--- src/hw/rtl/assert_macros.svh ---
// Assertion macros for the RTL files that carry checks.
`ifndef ASSERT_MACROS_SVH
`define ASSERT_MACROS_SVH

// Same-cycle implication under an active-low synchronous reset.
`define ASSERT_SAME(lbl, clk, rst_n, ante, cons, msg) \
    lbl: assert property (@(posedge clk) disable iff (!(rst_n)) (ante) |-> (cons)) \
        else $error(msg);

// Next-cycle implication under an active-low synchronous reset.
`define ASSERT_NEXT(lbl, clk, rst_n, ante, cons, msg) \
    lbl: assert property (@(posedge clk) disable iff (!(rst_n)) (ante) |=> (cons)) \
        else $error(msg);

`endif

--- src/hw/rtl/mvh_pkg.sv ---
// Shared constants and types of the material volume histogram unit.
package mvh_pkg;

    localparam int NUM_MATERIALS = 256;
    localparam int COUNT_BITS    = 64;
    localparam int ADDR_W        = $clog2(NUM_MATERIALS);
    localparam int ID_W          = 8;
    localparam int EXT_W         = 34;
    localparam int MAG_W         = EXT_W - 1;
    localparam int PROD_W        = 2 * MAG_W;
    localparam int HALF_W        = COUNT_BITS / 2;

    localparam logic CMD_ACCUM = 1'b0;
    localparam logic CMD_READ  = 1'b1;

    typedef struct packed {
        logic load;
        logic mul_xy;
        logic mul_lo;
        logic mul_hi;
        logic fold;
        logic add;
        logic report;
    } t_dp_cmd;

endpackage

--- src/hw/rtl/mvh_ctrl.sv ---
// Sequencing controller of the material volume histogram unit.
module mvh_ctrl (
    input  logic           i_clk,
    input  logic           i_rst_n,
    input  logic           start,
    input  logic           i_command,
    output logic           busy,
    output logic           o_result_valid,
    output mvh_pkg::t_dp_cmd o_cmd
);
    import mvh_pkg::*;

    typedef enum logic [6:0] {
        S_IDLE   = 7'b0000001,
        S_READ   = 7'b0000010,
        S_MUL_XY = 7'b0000100,
        S_MUL_LO = 7'b0001000,
        S_MUL_HI = 7'b0010000,
        S_FOLD   = 7'b0100000,
        S_ADD    = 7'b1000000
    } t_state;

    t_state r_state, n_state;
    logic   r_strobe, n_strobe;
    logic   accept;

    assign busy           = (r_state != S_IDLE);
    assign accept         = start && !busy;
    assign o_result_valid = r_strobe;

    always_comb begin
        n_state  = r_state;
        n_strobe = 1'b0;
        o_cmd    = '0;
        unique case (r_state)
            S_IDLE: begin
                if (accept) begin
                    o_cmd.load = 1'b1;
                    n_state    = (i_command == CMD_READ) ? S_READ : S_MUL_XY;
                end
            end
            S_READ: begin
                o_cmd.report = 1'b1;
                n_strobe     = 1'b1;
                n_state      = S_IDLE;
            end
            S_MUL_XY: begin
                o_cmd.mul_xy = 1'b1;
                n_state      = S_MUL_LO;
            end
            S_MUL_LO: begin
                o_cmd.mul_lo = 1'b1;
                n_state      = S_MUL_HI;
            end
            S_MUL_HI: begin
                o_cmd.mul_hi = 1'b1;
                n_state      = S_FOLD;
            end
            S_FOLD: begin
                o_cmd.fold = 1'b1;
                n_state    = S_ADD;
            end
            S_ADD: begin
                o_cmd.add = 1'b1;
                n_strobe  = 1'b1;
                n_state   = S_IDLE;
            end
            default: begin
                n_state = S_IDLE;
            end
        endcase
    end

    always_ff @(posedge i_clk) begin
        if (!i_rst_n) begin
            r_state  <= S_IDLE;
            r_strobe <= 1'b0;
        end else begin
            r_state  <= n_state;
            r_strobe <= n_strobe;
        end
    end

endmodule

--- config.mk ---
export PLATFORM = sky130hd
export DESIGN_NAME = mvh_ctrl
export DESIGN_NICKNAME = d
export VERILOG_FILES = /design/src/hw/rtl/assert_macros.svh /design/src/hw/rtl/mvh_pkg.sv /design/src/hw/rtl/mvh_ctrl.sv
export SDC_FILE = /design/constraint.sdc
export NUM_CORES = 1
export LEC_CHECK = 0
export BUFFER_PORTS_ARGS = -buffer_cell sky130_fd_sc_hd__buf_4
export CAP_MARGIN = 0
export CORE_AREA = 5 5 42 44
export DETAILED_ROUTE_END_ITERATION = 16
export DIE_AREA = 0 0 47 49
export PLACE_DENSITY = 0.49
export SYNTH_ARGS = -nofsm -noshare
export SYNTH_HDL_FRONTEND = slang
export SYNTH_SLANG_ARGS = --single-unit
--- constraint.sdc ---
create_clock -name i_clk -period 1.7 [get_ports i_clk]
set_clock_uncertainty 0.2 [all_clocks]
set_input_delay 0.17 -clock i_clk [delete_from_list [all_inputs] [get_ports i_clk]]
set_output_delay 0.17 -clock i_clk [all_outputs]
set_load 0.02 [all_outputs]
==> results.txt <==
final setup fails = 2
Hold Crit Class = in2reg
Slew Limit Fails = 0
port bufs = 12
worst setup path endpoint = o_cmd[6]
max-cap violation count = 0
die area = 0.00230 sq mm
First-pass DRT Iterations = 2
commonest non-fill, non-tap cell in the layout = buf_4
area delta synth->final = 69.4%
final critical-path required period = 1.74 ns
vias in the first global route = 370
CP Launch Point = r_state[6]$_SDFFE_PN0P_
fraction of layout cells with a size suffix above 1 = 0.569
Fmax = 0.573 GHz
first-pass GRT wire length = 1640 um
CTS HTree Levels = 1
clock sinks = 8
via count = 372
Reg clk slew, reported paths = 0.06 ns
most frequent cells in the layout = 16 x buf_4, 8 x nor2_1, 5 x inv_1, 4 x dfxtp_2
post-synthesis simple-gate area fraction = 0.407
IO Pins = 13
most common flop cell mapped by yosys = dfxtp_1
EDFF count, synth = 0
power per cell area = 718 mW/mm^2
Root Buffer = clkbuf_4
part of the cycle the worst path needs = 1.03
setup TNS = -0.0681 ns
wire per inst = 11.3 um
Post-Synthesis Cell Area = 372 sq um
final worst setup slack = -0.0441 ns
LEAKAGE = 0.297 nW
CP Class = reg2out
DP HPWL = 659 um
CTS tree = done
Worst Path Arrival = 1.37 ns
multiplexer area fraction after synthesis = 0
status = complete, but fails checks
number of routed nets with antenna violations = 0
Worst Tran Pin Value = 0.326 ns
Max-slew headroom = 0.781
final hold violations = 0
worst r2r dst = r_state[0]$_SDFFE_PN1P_
async set-or-reset flop fraction in the synthesized netlist = 0
R2R setup slack = 0.02 ns
Die Width = 47 um
Antenna diodes = 0
mean area per synthesized cell = 9.06 sq um
GRT Residual Overflow = 0
vias per inst = 4.59
clk buf depth = 2
post-synthesis sequential area ratio = 0.431
Crit. End Element = output pin
post-route DRC violation count = 0
fin area = 629 sq um
Post-DP Area = 497 sq um
failing checks = setup timing
Crit Path Max Fanout = 4
Synth Area in Adders = 0
r2r startpoint = r_state[6]$_SDFFE_PN0P_
xor and xnor area share after synthesis = 0.0236
largest net degree at the start of global routing = 8
Clk Latency, worst-skew pair = 0.25 ns
Syn. warnings = 0
Rows = 14
critical path required time = 1.33 ns
startpoint types = flop
Total GRT Usage = 0.0994
Routed WL = 919 um
Net Count, Synth = 45
total CTS buffers = 3
First DRT Iteration DRCs = 2
R2R cell count = 5
Mapped Cells = 41
VDD IR-drop max = 506 uV
post-synthesis compound-gate area fraction = 0.0774
Nets = 71
RSZ-0062 raised after global routing = yes
core area = 0.00140 sq mm
initial antenna violation count = 0
post-synth cell types = 18
initial core utilization = 0.265
register bit count reported by yosys = 8
die height = 49 um
Routability Congestion = 0.692
largest family of logic cells by synthesized area = simple AND/OR/NAND/NOR gates
## cell usage after synthesis (2+ instances only)
cell type	instances	area, sq um
inv_1	6	22.5
nand3_1	2	10.0
nor3_1	2	10.0
nor4_1	3	18.8
nor2_1	8	30.0
dfxtp_1	8	160
## metal layers
layer | routed length (um) | GRT usage
met1 | 413 | 0.130
met2 | 424 | 0.136
met3 | 81 | 0.0701
met4 | 0 | 0.0138
met5 | 0 | 0
## sequential cells by signal (all words and copies together), names as in the netlist
register        cells
r_state             7
o_result_valid      1
## cell families (layout without fill, tap and decap cells)
family,after synthesis,in the layout
xor+xnor,1,1
buf+inv,6,30
flops,8,8
simple gates,23,23
compound gates,3,3
## repair_timing
item	CTS	global route
endpoints found under the hold margin	3	0
resized for setup	5	11
hold buffers	2	0
setup buffers	4	1
setup endpoints to repair	8	10
pin swaps	4	1
## where the power goes
part / total [mW] / internal, mW / switching (mW)
Combinational: 0.101 / 0.0527 / 0.0485
Clock: 0.147 / 0.0809 / 0.0657
Sequential: 0.204 / 0.193 / 0.0109
## worst min path at each step
stage	startpoint	slack, ns	endpoint	cells after the start
final	start	0.04	r_state[2]$_SDFFE_PN0P_	3
after global routing	start	0.03	r_state[1]$_SDFFE_PN0P_	3
after CTS	start	0.01	r_state[1]$_SDFFE_PN0P_	3
after detailed placement	i_command	0.15	r_state[2]$_SDFFE_PN0P_	2
after global placement	i_command	0.16	r_state[2]$_SDFFE_PN0P_	2
after floorplan	i_command	0.05	r_state[2]$_SDFFE_PN0P_	1
## critical path, cell delays in order, from the launching register on
cell and delay (ns):
dfxtp_2 0.34, nor4_4 0.37, nand3_2 0.14, nor2_1 0.11, buf_4 0.15
## through the flow
step                std cells  setup WS [ns]  hold slack [ns]  power [mW]   util
floorplan                  41        0.00162           0.0485       0.248      -
global placement           71          0.174            0.162       0.283  0.354
detailed placement         71          0.158            0.149       0.283  0.354
CTS                        80        -0.0474           0.0125       0.455  0.418
global route               81         -0.126           0.0311       0.489  0.449
finish                     81        -0.0441           0.0373       0.452  0.449
## final cells by class
class,instances,area (sq um)
flip-flops and latches,8,169
repair buffers,21,174
clock buffers,3,22.5
multi-input cells,27,221
inverters,6,22.5
well taps,16,20.0
fillers,156,772
Power figures use the tool's default switching activity.
